==> src/hdl/key_value_line_tokenizer_top_macros.svh <==
// assertion macros for the key/value line tokenizer
// no dependencies; included by key_value_line_tokenizer_top only
`ifndef KEY_VALUE_LINE_TOKENIZER_TOP_MACROS_SVH
`define KEY_VALUE_LINE_TOKENIZER_TOP_MACROS_SVH

// same-cycle implication, checked out of reset
`define KVLT_ASSERT_NOW(label, clk, rst_n, ante, cons) \
  label: assert property (@(posedge clk) disable iff (!rst_n) (ante) |-> (cons)) \
    else $error("kvlt assertion failed");

// next-cycle implication, checked out of reset
`define KVLT_ASSERT_NEXT(label, clk, rst_n, ante, cons) \
  label: assert property (@(posedge clk) disable iff (!rst_n) (ante) |=> (cons)) \
    else $error("kvlt assertion failed");

`endif

==> src/hdl/kvlt_pkg.sv <==
// shared constants and hash helper for the key/value line tokenizer
// no dependencies; used by key_value_line_tokenizer_top
package kvlt_pkg;

  // field widths
  localparam int unsigned HASH_BITS          = 64;
  localparam int unsigned FIELD_BITS         = 16;
  localparam int unsigned LINE_BITS          = 16;
  localparam int unsigned BYTE_BITS          = 8;
  localparam int unsigned POSITION_BITS_DEF  = 16;
  localparam int unsigned POSITION_BITS_MAX  = 32;

  // fnv-1a 64-bit offset basis
  localparam logic [HASH_BITS-1:0] FNV_BASIS = 64'hcbf29ce484222325;

  localparam logic [LINE_BITS-1:0] LINE_MAX   = '1;
  localparam logic [LINE_BITS-1:0] LINE_FIRST = LINE_BITS'(1);

  // character codes
  localparam logic [BYTE_BITS-1:0] CHAR_NUL   = 8'h00;
  localparam logic [BYTE_BITS-1:0] CHAR_TAB   = 8'h09;
  localparam logic [BYTE_BITS-1:0] CHAR_LF    = 8'h0A;
  localparam logic [BYTE_BITS-1:0] CHAR_SPACE = 8'h20;
  localparam logic [BYTE_BITS-1:0] CHAR_HASH  = 8'h23;

  // tokens seen on the current line
  localparam logic [1:0] TOK_NONE  = 2'd0;
  localparam logic [1:0] TOK_KEY   = 2'd1;
  localparam logic [1:0] TOK_VALUE = 2'd2;

  // result status codes
  typedef enum logic [1:0] {
    STATUS_ROW       = 2'd0,
    STATUS_NO_VALUE  = 2'd1,
    STATUS_EXTRA     = 2'd2,
    STATUS_EMPTY_END = 2'd3
  } status_e;

  // one fnv-1a round; the prime 2^40 + 0x1b3 is applied as shifts and adds
  function automatic logic [HASH_BITS-1:0] fnv_step(input logic [HASH_BITS-1:0] h,
                                                    input logic [BYTE_BITS-1:0] b);
    logic [HASH_BITS-1:0] x;
    x = h ^ {{(HASH_BITS-BYTE_BITS){1'b0}}, b};
    return (x << 40) + (x << 8) + (x << 7) + (x << 5) + (x << 4) + (x << 1) + x;
  endfunction

endpackage

==> src/hdl/key_value_line_tokenizer_top.sv <==
// key/value line tokenizer: splits table text into key and value tokens
// depends on kvlt_pkg and key_value_line_tokenizer_top_macros.svh
//
// Usage: one text byte per input transaction on in_valid_i/in_stall_o/
// text_byte_i. A line whose first token (the key) has been seen gives one
// result transaction on out_valid_o/out_stall_i when it ends (newline or
// zero byte): 64-bit FNV-1a key hash, key and value positions and lengths,
// line number and status. A third token gives an extra-token result at once;
// a zero byte on a line without a key gives an end-without-row result.
// After a missing value or an extra token the block stops and drops every
// byte without result until reset.
// A byte accepted is taken into the input register, and its result (if any)
// is then loaded into the result register, which drives out_valid_o; a stall
// on the result channel can hold the byte in the input register in between.
// Throughput: one byte per cycle while the result channel is not stalled, set
// by the state update (hash round, counters and token tracking).
// Stall: a stalled result holds in the result register; the input register
// then holds its byte and in_stall_o is raised until the result is taken.
// Reset (rst_ni low, asynchronous): all registers empty, position 0,
// line 1, hash at the offset basis, stop flag cleared.
`include "key_value_line_tokenizer_top_macros.svh"

module key_value_line_tokenizer_top #(
  parameter int unsigned POSITION_BITS = kvlt_pkg::POSITION_BITS_DEF
) (
  input  logic                            clk_i,
  input  logic                            rst_ni,
  // input channel
  input  logic                            in_valid_i,
  output logic                            in_stall_o,
  input  logic [kvlt_pkg::BYTE_BITS-1:0]  text_byte_i,
  // result channel
  output logic                            out_valid_o,
  input  logic                            out_stall_i,
  output logic [kvlt_pkg::HASH_BITS-1:0]  key_digest_o,
  output logic [kvlt_pkg::FIELD_BITS-1:0] key_start_o,
  output logic [kvlt_pkg::FIELD_BITS-1:0] key_length_o,
  output logic [kvlt_pkg::FIELD_BITS-1:0] value_start_o,
  output logic [kvlt_pkg::FIELD_BITS-1:0] value_length_o,
  output logic [kvlt_pkg::LINE_BITS-1:0]  line_number_o,
  output logic [1:0]                      status_o,
  output logic                            is_final_o
);

  localparam logic [POSITION_BITS-1:0] POS_MAX  = '1;
  localparam logic [POSITION_BITS-1:0] POS_ZERO = '0;
  localparam logic [POSITION_BITS-1:0] POS_ONE  = POSITION_BITS'(1);

  // saturating position/length increment
  function automatic logic [POSITION_BITS-1:0] sat_inc(input logic [POSITION_BITS-1:0] v);
    return (v == POS_MAX) ? v : v + POS_ONE;
  endfunction

  // position-width value to a 16-bit output field (zero-extend, then keep low bits)
  function automatic logic [kvlt_pkg::FIELD_BITS-1:0] to_field(
      input logic [POSITION_BITS-1:0] v);
    logic [kvlt_pkg::POSITION_BITS_MAX-1:0] w;
    w = kvlt_pkg::POSITION_BITS_MAX'(v);
    return w[kvlt_pkg::FIELD_BITS-1:0];
  endfunction

  // input register
  logic                           in_valid_q;
  logic [kvlt_pkg::BYTE_BITS-1:0] byte_q;

  // tokenizer state
  logic [POSITION_BITS-1:0]       pos_q, pos_d;
  logic [kvlt_pkg::LINE_BITS-1:0] line_q, line_d;
  logic                           in_comment_q, in_comment_d;
  logic                           after_space_q, after_space_d;
  logic [1:0]                     tok_q, tok_d;
  logic [kvlt_pkg::HASH_BITS-1:0] hash_q, hash_d;
  logic [POSITION_BITS-1:0]       key_start_q, key_start_d;
  logic [POSITION_BITS-1:0]       key_len_q, key_len_d;
  logic [POSITION_BITS-1:0]       val_start_q, val_start_d;
  logic [POSITION_BITS-1:0]       val_len_q, val_len_d;
  logic                           error_stop_q, error_stop_d;

  // result register
  logic                            out_valid_q;
  logic [kvlt_pkg::HASH_BITS-1:0]  res_hash_q;
  logic [kvlt_pkg::FIELD_BITS-1:0] res_key_start_q, res_key_len_q;
  logic [kvlt_pkg::FIELD_BITS-1:0] res_val_start_q, res_val_len_q;
  logic [kvlt_pkg::LINE_BITS-1:0]  res_line_q;
  kvlt_pkg::status_e               res_status_q;
  logic                            res_final_q;

  // handshake and result selection
  logic              advance;
  logic              process;
  logic              res_fire;
  kvlt_pkg::status_e res_status;
  logic              res_final;
  logic              has_key;
  logic              is_end;
  logic              res_empty_end;

  assign advance    = !out_valid_q || !out_stall_i;
  assign process    = in_valid_q && advance;
  assign in_stall_o = in_valid_q && !advance;
  assign has_key    = (tok_q != kvlt_pkg::TOK_NONE);
  assign is_end     = (byte_q == kvlt_pkg::CHAR_NUL) || (byte_q == kvlt_pkg::CHAR_LF);

  // per-byte state update
  always_comb begin
    pos_d         = pos_q;
    line_d        = line_q;
    in_comment_d  = in_comment_q;
    after_space_d = after_space_q;
    tok_d         = tok_q;
    hash_d        = hash_q;
    key_start_d   = key_start_q;
    key_len_d     = key_len_q;
    val_start_d   = val_start_q;
    val_len_d     = val_len_q;
    error_stop_d  = error_stop_q;
    res_fire      = 1'b0;
    res_status    = kvlt_pkg::STATUS_ROW;
    res_final     = 1'b0;

    if (process && !error_stop_q) begin
      pos_d = sat_inc(pos_q);
      if (is_end) begin
        res_final = (byte_q == kvlt_pkg::CHAR_NUL);
        case (tok_q)
          kvlt_pkg::TOK_NONE: begin
            res_fire   = res_final;
            res_status = kvlt_pkg::STATUS_EMPTY_END;
          end
          kvlt_pkg::TOK_KEY: begin
            res_fire     = 1'b1;
            res_status   = kvlt_pkg::STATUS_NO_VALUE;
            error_stop_d = 1'b1;
          end
          default: begin
            res_fire   = 1'b1;
            res_status = kvlt_pkg::STATUS_ROW;
          end
        endcase
        // line cleared
        in_comment_d  = 1'b0;
        after_space_d = 1'b1;
        tok_d         = kvlt_pkg::TOK_NONE;
        hash_d        = kvlt_pkg::FNV_BASIS;
        key_start_d   = POS_ZERO;
        key_len_d     = POS_ZERO;
        val_start_d   = POS_ZERO;
        val_len_d     = POS_ZERO;
        line_d        = (line_q != kvlt_pkg::LINE_MAX) ? line_q + kvlt_pkg::LINE_FIRST : line_q;
        if (res_final) begin
          pos_d  = POS_ZERO;
          line_d = kvlt_pkg::LINE_FIRST;
        end
      end else if (byte_q == kvlt_pkg::CHAR_SPACE || byte_q == kvlt_pkg::CHAR_TAB) begin
        after_space_d = 1'b1;
      end else if (byte_q == kvlt_pkg::CHAR_HASH || !after_space_q) begin
        // comment marker, or a byte continuing the current token
        if (byte_q == kvlt_pkg::CHAR_HASH) begin
          in_comment_d = 1'b1;
        end
        if (!after_space_q) begin
          if (tok_q == kvlt_pkg::TOK_KEY) begin
            hash_d    = kvlt_pkg::fnv_step(hash_q, byte_q);
            key_len_d = sat_inc(key_len_q);
          end else if (tok_q == kvlt_pkg::TOK_VALUE) begin
            val_len_d = sat_inc(val_len_q);
          end
        end
      end else if (!in_comment_q) begin
        // first byte of a new token
        case (tok_q)
          kvlt_pkg::TOK_NONE: begin
            tok_d       = kvlt_pkg::TOK_KEY;
            key_start_d = pos_q;
            key_len_d   = POS_ONE;
            hash_d      = kvlt_pkg::fnv_step(kvlt_pkg::FNV_BASIS, byte_q);
          end
          kvlt_pkg::TOK_KEY: begin
            tok_d       = kvlt_pkg::TOK_VALUE;
            val_start_d = pos_q;
            val_len_d   = POS_ONE;
          end
          default: begin
            res_fire     = 1'b1;
            res_status   = kvlt_pkg::STATUS_EXTRA;
            error_stop_d = 1'b1;
          end
        endcase
        after_space_d = 1'b0;
      end
    end
  end

  // input register control
  always_ff @(posedge clk_i or negedge rst_ni) begin
    if (!rst_ni) begin
      in_valid_q <= 1'b0;
    end else if (!in_stall_o) begin
      in_valid_q <= in_valid_i;
    end
  end

  // input register payload
  always_ff @(posedge clk_i) begin
    if (in_valid_i && !in_stall_o) begin
      byte_q <= text_byte_i;
    end
  end

  // tokenizer state registers
  always_ff @(posedge clk_i or negedge rst_ni) begin
    if (!rst_ni) begin
      pos_q         <= POS_ZERO;
      line_q        <= kvlt_pkg::LINE_FIRST;
      in_comment_q  <= 1'b0;
      after_space_q <= 1'b1;
      tok_q         <= kvlt_pkg::TOK_NONE;
      hash_q        <= kvlt_pkg::FNV_BASIS;
      key_start_q   <= POS_ZERO;
      key_len_q     <= POS_ZERO;
      val_start_q   <= POS_ZERO;
      val_len_q     <= POS_ZERO;
      error_stop_q  <= 1'b0;
    end else begin
      pos_q         <= pos_d;
      line_q        <= line_d;
      in_comment_q  <= in_comment_d;
      after_space_q <= after_space_d;
      tok_q         <= tok_d;
      hash_q        <= hash_d;
      key_start_q   <= key_start_d;
      key_len_q     <= key_len_d;
      val_start_q   <= val_start_d;
      val_len_q     <= val_len_d;
      error_stop_q  <= error_stop_d;
    end
  end

  // result register control
  always_ff @(posedge clk_i or negedge rst_ni) begin
    if (!rst_ni) begin
      out_valid_q <= 1'b0;
    end else if (advance) begin
      out_valid_q <= res_fire;
    end
  end

  // result register payload, built from the state before this byte
  always_ff @(posedge clk_i) begin
    if (res_fire) begin
      res_hash_q      <= has_key ? hash_q : '0;
      res_key_start_q <= has_key ? to_field(key_start_q) : '0;
      res_key_len_q   <= has_key ? to_field(key_len_q) : '0;
      res_val_start_q <= to_field(val_start_q);
      res_val_len_q   <= to_field(val_len_q);
      res_line_q      <= line_q;
      res_status_q    <= res_status;
      res_final_q     <= res_final;
    end
  end

  assign out_valid_o    = out_valid_q;
  assign key_digest_o   = res_hash_q;
  assign key_start_o    = res_key_start_q;
  assign key_length_o   = res_key_len_q;
  assign value_start_o  = res_val_start_q;
  assign value_length_o = res_val_len_q;
  assign line_number_o  = res_line_q;
  assign status_o       = res_status_q;
  assign is_final_o     = res_final_q;

  assign res_empty_end = (res_status_q == kvlt_pkg::STATUS_EMPTY_END);

  // assertions
  `KVLT_ASSERT_NEXT(a_stop_sticky, clk_i, rst_ni, error_stop_q, error_stop_q)
  `KVLT_ASSERT_NEXT(a_stopped_quiet, clk_i, rst_ni, error_stop_q && !out_valid_q, !out_valid_q)
  `KVLT_ASSERT_NOW(a_empty_end_is_final, clk_i, rst_ni, out_valid_q && res_empty_end, res_final_q)
  `KVLT_ASSERT_NOW(a_line_nonzero, clk_i, rst_ni, 1'b1, line_q != '0)

endmodule

==> config.mk <==
export PLATFORM = sky130hd
export DESIGN_NAME = key_value_line_tokenizer_top
export DESIGN_NICKNAME = d
export VERILOG_FILES = /design/src/hdl/kvlt_pkg.sv /design/src/hdl/key_value_line_tokenizer_top.sv
export VERILOG_INCLUDE_DIRS = /design/src /design/src/hdl
export SDC_FILE = /design/constraint.sdc
export NUM_CORES = 1
export LEC_CHECK = 0
export ABC_AREA = 1
export BUFFER_PORTS_ARGS = -buffer_cell sky130_fd_sc_hd__buf_4
export CAP_MARGIN = 25
export CORE_MARGIN = 2
export CORE_UTILIZATION = 50
export CTS_CLUSTER_SIZE = 20
export DETAILED_ROUTE_END_ITERATION = 16
export GPL_TIMING_DRIVEN = 0
export HOLD_SLACK_MARGIN = 0.1
export PLACE_DENSITY = 0.73
export SYNTH_ARGS = -nofsm -noshare
export SYNTH_HDL_FRONTEND = slang
export SYNTH_SLANG_ARGS = --single-unit
==> constraint.sdc <==
create_clock -name clk_i -period 6.32 [get_ports clk_i]
set_input_delay 1.58 -clock clk_i [delete_from_list [all_inputs] [get_ports clk_i]]
set_output_delay 1.58 -clock clk_i [all_outputs]
set_load 0.03 [all_outputs]
==> summary.txt, run 1 <==
Logic synthesis
  • Synth unique cells: 53
  • Top cells by area, synth: fa_1 (19%), edfxtp_1 (17%), dfrtp_1 (12%), inv_1 (11%), nand2_1 (9.6%)
  • Asr flop ratio synth: 0.519
  • Post-synth top area cell: fa_1
  • Synth Flop Type: edfxtp_1
  • Post-synth EDFFs: 155
  • Syn avg cell area: 8.32 sq um
  • Post-Syn Area: 0.0274 sq mm
  • Synth top area share: 0.194
  • Cells after synthesis: 3296
  • Synthesis Warnings: 0
  • Post-synthesis sequential area ratio: 0.323
  • Mapped Nets: 3742
  • Yosys reg bits: 322

Run status
  • Status: finished clean

Setup path
  • Reg2reg setup slack: 230 ps
  • Crit-path leading delay family: adder cells
  • Critical path arrival: 6580 ps
  • Slowest stage cell, crit path: xnor2_1
  • Setup CP Type: reg -> reg
  • Worst Path Buf+Inv: 1
  • Crit path cell chain: xnor2_1 -> inv_1 -> fa_1 -> fa_1 -> fa_1 -> ha_1 -> ha_1 -> nand2_1 -> nor2_1 -> nand2_1 -> nand2_1 -> nand2_1 -> nand2_1 -> nand2_1 -> nand2_1 -> nand2_1 -> nand3_1 -> nand3_1 -> nand2_1 -> nand2_1
  • R2R depth: 20
  • RR Endpoint: hash_q[44]
  • Worst Path Max Fanout: 6
  • Critical Path Most Common Cell: nand2_1
  • Worst Setup Start Kind: flip-flop
  • Slowest cell delay on critical path: 1000 ps
  • RR Startpoint: byte_q[7]
  • Setup crit end kind: flip-flop
  • Critical Path RT: 6820 ps

Cells and area
  • Post-route cell area: 0.0309 sq mm
  • Commonest non-fill, non-tap cell in the layout: inv_1
  • Most frequent cells in the layout: inv_1 (807), nand2_1 (699), nor2_1 (309), fa_1 (266), buf_4 (169)
  • # nets final: 3948
  • Ratio of cells with drive above 1 in the final layout: 0.0892
  • Layout area overhead: 12.8%
  • Inserted Diodes: 0
  • Fillers: 4885

Pwr
  • Tot Pwr: 0.00624 W
  • Leak Pwr: 15.7 nW
  • Max rail drop VDD: 270 uV
  • Power per cell area: 202 mW/mm^2

CTS
  • H-Tree Depth: 2
  • Post-CTS Setup Inserts: 0
  • Clock transition at path regs: 70 ps
  • Root buffer cell: clkbuf_16
  • Max Buffers Root-to-Sink: 3
  • Post-CTS Hold Fix Bufs: 0
  • CTS Buf Count: 38
  • Post-CTS resize count: 0
  • TritonCTS clock tree: yes
  • Clock net sink count: 322
  • Worst-skew pair later-pin latency: 590 ps

STA
  • Tmin final: 6090 ps
  • Worst Skew: 38.3 ps
  • Slew @ Worst Pin: 1210 ps
  • Final Hold Vio Count: 0
  • RSZ-0062 raised after global routing: no
  • Setup tns final: 0 ps
  • Fin. max-slew vios: 0
  • Tcrit/Tclk final: 0.963
  • Final setup violation count: 0
  • Relative max-transition margin: 0.196
  • Max Fclk: 164 MHz

Place
  • Dpl cell area: 0.0296 sq mm
  • Final GP Congestion: 0.992
  • IO Port Bufs: 160
  • DP HPWL: 63.1 mm

Global route
  • Largest net degree at the start of global routing: 117
  • Total gr overflow: 0
  • First-pass GRT wire length: 125 mm
  • Initial antenna violation count: 1
  • GRT Total Usage: 0.288
  • Via count of the first global-routing pass: 22000

Worst hold path
  • Hold depth: 0
  • Worst hold start: val_start_q[12]
  • Hold EP: value_start_o[12]
  • Worst min path class: reg -> reg

Route
  • Drt pass-1 iters: 6
  • DRT Wirelength: 79.6 mm
  • Initial drt markers: 1953
  • Post-DR wirelength/cell: 18.8 um
  • Post-DRT Antenna Nets: 0
  • Via density: 5.29
  • Via Count: 22400
  • Residual DRC: 0

Floorplanning
  • IO Count: 161
  • Die Width: 238 um
  • Die Area: 0.0567 sq mm
  • Die Y: 238 um
  • Core ar.: 0.0540 sq mm
  • Initial Util: 0.508
  • Row cnt: 85

Job
  • Max-Cap Viols: 0
==> flip-flops by register name, summed over array words and instances (netlist names), 2 cells and up <==
| signal | cells |
|---|---|
| value_start_o | 16 |
| status_o | 2 |
| key_start_o | 16 |
| byte_q | 8 |
| value_length_o | 16 |
| line_q | 16 |
| line_number_o | 16 |
| hash_q | 64 |
| tok_q | 2 |
| key_length_o | 16 |
| val_start_q | 16 |
| key_digest_o | 64 |
| key_len_q | 16 |
| key_start_q | 16 |
| val_len_q | 16 |
| pos_q | 16 |
==> through the flow <==
step / hold WS, ps / util / setup WS, ps / std cells
5_1_grt: 451 / 0.573 / 57.4 / 4228
2_1_floorplan: 418 / - / 541 / 3296
6_report: 438 / 0.573 / 234 / 4228
3_3_place_gp: 422 / 0.546 / -1750 / 4152
4_1_cts: 440 / 0.573 / 446 / 4227
3_5_place_dp: 430 / 0.548 / 492 / 4157
==> how the worst max path moves through the flow <==
stage / end / cells past startpoint / slack [ps] / from
4_1_cts: hash_q[44] / 20 / 450 / byte_q[7]
5_1_grt: hash_q[44] / 21 / 60 / byte_q[7]
3_5_place_dp: hash_q[45] / 17 / 490 / byte_q[7]
2_1_floorplan: is_final_o / 5 / 540 / out_stall_i
6_report: hash_q[44] / 20 / 230 / byte_q[7]
3_3_place_gp: key_digest_o[31] / 8 / -1750 / byte_q[7]
==> kinds of logic after synthesis <==
group / count (synthesis) / synth area share
AO/OA/AOI/OAI: 315 / 0.0653
adder cells (fa/ha/maj): 434 / 0.271
AND/OR/NAND/NOR: 1289 / 0.195
flip-flops: 322 / 0.323
multiplexers: 16 / 0.00657
buffers and inverters: 857 / 0.119
XOR/XNOR: 63 / 0.0201
==> cell usage after synthesis (8+ instances only) <==
library cell / n
nor4_1: 17
o21bai_1: 17
nor3_1: 60
a31oi_1: 9
xor2_1: 41
o211ai_1: 8
clkbuf_1: 25
nor2_1: 310
nand2_1: 700
o22ai_1: 24
mux2_1: 9
edfxtp_1: 155
nand3_1: 145
nand4_1: 26
dfrtp_1: 137
ha_1: 168
xnor2_1: 22
fa_1: 266
a21oi_1: 113
inv_1: 807
buf_2: 11
dfstp_2: 30
o21ai_0: 111
==> where the power goes <==
group / switching [W] / internal, W / total (W) / leakage (nW)
Sequential: 0.0000129 / 0.00219 / 0.00220 / 2.95
Clock: 0.000998 / 0.00132 / 0.00232 / 0.625
Combinational: 0.00112 / 0.000597 / 0.00172 / 12.1
Total: 0.00213 / 0.00411 / 0.00624 / 15.7
==> worst register-to-register path: cells and delay by family (launching register included) <==
kind / cells / cell delay, ps
xor gates and xnor gates: 1 / 1000
adders and majority gates: 5 / 2270
buffers and inverters: 1 / 400
DFF: 1 / 550
and+or+nand+nor: 13 / 1760
==> routing by layer <==
layer	track usage	wire length, um	part of all wire
met5	0	0	0
met4	0.103	3040	0.038
met3	0.0485	6270	0.079
met2	0.454	36300	0.46
met1	0.403	34000	0.43
==> layout make-up <==
cell class	instances	area [sq um]	share of cell area
multi-input cells	2117	15300	0.495
well taps	696	871	0.0281
plain buffers	44	213	0.00688
flip-flops and latches	322	8870	0.287
clock buffers	45	997	0.0322
repair buffers	166	1310	0.0425
clock inverters	25	317	0.0102
inverters	813	3050	0.0986
Power figures use the tool's default switching activity.
==> run 2: changes to the inputs <==
--- a/config.mk
+++ b/config.mk
@@ -16,6 +16,7 @@
 export GPL_TIMING_DRIVEN = 0
 export HOLD_SLACK_MARGIN = 0.1
 export PLACE_DENSITY = 0.73
+export SETUP_SLACK_MARGIN = 0.4
 export SYNTH_ARGS = -nofsm -noshare
 export SYNTH_HDL_FRONTEND = slang
 export SYNTH_SLANG_ARGS = --single-unit
==> constraint.sdc (replaced) <==
create_clock -name clk_i -period 5.8 [get_ports clk_i]
set_input_delay 1.45 -clock clk_i [delete_from_list [all_inputs] [get_ports clk_i]]
set_output_delay 1.45 -clock clk_i [all_outputs]
set_load 0.03 [all_outputs]
==> run 2 against run 1 <==
  * Routed wire length down 0.32%
  * Global-route usage down 0.22 points
  * Combinational power up 12%
  * Clock skew down 14 ps
  * Hold slack better by 2.6 ps
  * Flip-flop and latch count unchanged
  * Power up 7.7%
  * Design area up 1.1%
  * Critical path depth up 3
  * Core utilization up 0.66 points
==> summary.txt, run 2 (synthesis results as in run 1) <==
Pwr
  • Max rail drop VDD: 222 uV (-18%)
  • Power per cell area: 215 mW/mm^2 (+6.5%)
  • Leak Pwr: 15.8 nW (+0.91%)
  • Tot Pwr: 0.00672 W (+7.7%)

Place
  • Pre-CTS WS: -82.9 ps (-575 ps)
  • Final GP Congestion: 1.01 (+1.7%)
  • IO Port Bufs: 160 (unchanged)
  • DP HPWL: 62.7 mm (-0.68%)

Route
  • Residual DRC: 0 (unchanged)
  • Drt pass-1 iters: 5 (-1)
  • Post-DR wirelength/cell: 18.6 um (-1.1%)
  • Via density: 5.26 (-0.48%)
  • Via Count: 22400 (+0.27%)
  • Initial drt markers: 1907 (-2.4%)
  • Post-DRT Antenna Nets: 0 (unchanged)
  • DRT Wirelength: 79.3 mm (-0.32%)

CTS
  • Max Buffers Root-to-Sink: 3 (unchanged)
  • Root buffer cell: clkbuf_16
  • CTS Buf Count: 37 (-2.6%)
  • Clock net sink count: 322 (unchanged)
  • Worst-skew pair later-pin latency: 580 ps (about the same)
  • H-Tree Depth: 2 (unchanged)
  • Clock transition at path regs: 60 ps (about the same)
  • TritonCTS clock tree: yes

STA
  • Worst Skew: 24.3 ps (-13.9 ps)
  • Fin. max-slew vios: 0 (unchanged)
  • Final WS setup: 606 ps (+372 ps)
  • Relative max-transition margin: 0.226 (+0.0300)
  • Setup tns final: 0 ps (unchanged)
  • Final Hold Vio Count: 0 (unchanged)
  • Tmin final: 5190 ps (-892 ps)
  • Slew @ Worst Pin: 1160 ps (-45.1 ps)
  • Final setup violation count: 0 (unchanged)
  • Tcrit/Tclk final: 0.895 (-0.0675)
  • RSZ-0062 raised after global routing: no
  • Max Fclk: 193 MHz (+17%)

Floorplanning
  • Core ar.: 0.0540 sq mm (unchanged)
  • Initial Util: 0.508 (unchanged)
  • Die Width: 238 um (unchanged)
  • Die Area: 0.0567 sq mm (unchanged)
  • IO Count: 161 (unchanged)
  • Row cnt: 85 (unchanged)
  • Die Y: 238 um (unchanged)

Worst hold path
  • Hold depth: 0 (unchanged)
  • Worst min path class: reg -> reg
  • Hold EP: value_start_o[12]
  • Worst hold start: val_start_q[12]

Setup path
  • Slowest stage cell, crit path: dfstp_2
  • Setup CP Type: reg -> reg
  • Slowest cell delay on critical path: 660 ps (-340 ps)
  • Worst Path Buf+Inv: 8 (+7)
  • Critical Path RT: 6300 ps (-520 ps)
  • Reg2reg setup slack: 610 ps (+370 ps)
  • Critical path arrival: 5700 ps (-880 ps)
  • Crit path cell chain: clkinvlp_4 -> buf_4 -> buf_12 -> fa_1 -> inv_1 -> fa_1 -> inv_1 -> fa_1 -> inv_1 -> ha_1 -> ha_1 -> nand2_1 -> inv_1 -> a21oi_1 -> nand2_1 -> a21oi_1 -> nor2_1 -> nor2_1 -> nand2_1 -> nand2_1 -> nand3_1 -> nand2_1 -> inv_1
  • R2R depth: 23 (+15%)
  • Crit-path leading delay family: adder cells
  • RR Startpoint: hash_q[37]
  • Setup crit end kind: flip-flop
  • Worst Setup Start Kind: flip-flop
  • RR Endpoint: hash_q[63]
  • Worst Path Max Fanout: 5 (-1)

Cells and area
  • Layout area overhead: 14.1%
  • Inserted Diodes: 0 (unchanged)
  • Commonest non-fill, non-tap cell in the layout: inv_1
  • Most frequent cells in the layout: inv_1 (799), nand2_1 (698), nor2_1 (307), fa_1 (266), buf_4 (200)
  • # nets final: 3981 (+0.84%)
  • Ratio of cells with drive above 1 in the final layout: 0.103 (+0.0135)
  • Final core occ: 0.579 (+0.00658)

Global route
  • Largest net degree at the start of global routing: 116 (-0.85%)
  • Total gr overflow: 0 (unchanged)
  • First-pass GRT wire length: 124 mm (-0.39%)
  • Via count of the first global-routing pass: 22200 (+1.1%)
  • GRT Total Usage: 0.286 (-0.00224)
  • Initial antenna violation count: 1 (unchanged)

Run status
  • Status: finished clean

Job
  • Max-Cap Viols: 0 (unchanged)
[run 2: worst max-delay path by stage]
stage / from / endpoint / slack [ps] / cells after the start
2_1_floorplan: byte_q[6] / hash_q[45] / 1160 / 17
3_3_place_gp: byte_q[6] / hash_q[45] / -140 / 17
3_5_place_dp: byte_q[7] / hash_q[45] / -80 / 17
4_1_cts: byte_q[1] / hash_q[45] / 400 / 24
5_1_grt: byte_q[1] / hash_q[35] / 390 / 25
6_report: hash_q[37] / hash_q[63] / 610 / 23
[run 2: layer usage]
layer / GRT usage / share of wire / vias to the layer above
met3: 0.0474 / 0.075 / 169
met1: 0.399 / 0.43 / 10800
met2: 0.450 / 0.46 / 809
met4: 0.106 / 0.038 / 2
li1: - / - / 10600
met5: 0 / 0.00016 / -
[run 2: where the power goes]
part | internal (W) | total (W) | leakage, nW | switching [W]
Combinational | 0.000668 | 0.00193 | 12.3 | 0.00126
Clock | 0.00138 | 0.00240 | 0.591 | 0.00102
Sequential | 0.00239 | 0.00240 | 2.95 | 0.0000133
Total | 0.00443 | 0.00672 | 15.8 | 0.00229
[run 2: cell type report]
class,count,area (sq um)
multi-input combinational,2117,15400
clock inverter,19,200
clock buffer,49,1010
sequential,322,8870
fill,4823,22700
tap,696,871
buffer,44,213
timing repair buffer,200,1600
inverter,813,3080
[run 2: through the flow]
step	cells	cell area (sq um)	hold slack, ps
5_1_grt	4260	31300	452
6_report	4260	31300	441
3_3_place_gp	4152	29500	424
2_1_floorplan	3296	27400	418
3_5_place_dp	4156	29600	428
4_1_cts	4225	30900	436
[run 2: repair_timing]
item                                    CTS  global route
hold buffers                              0             0
endpoints found under the setup margin   44            24
pin swaps                                 0             1
setup buffers                             1            35
gates resized for setup                   6            22
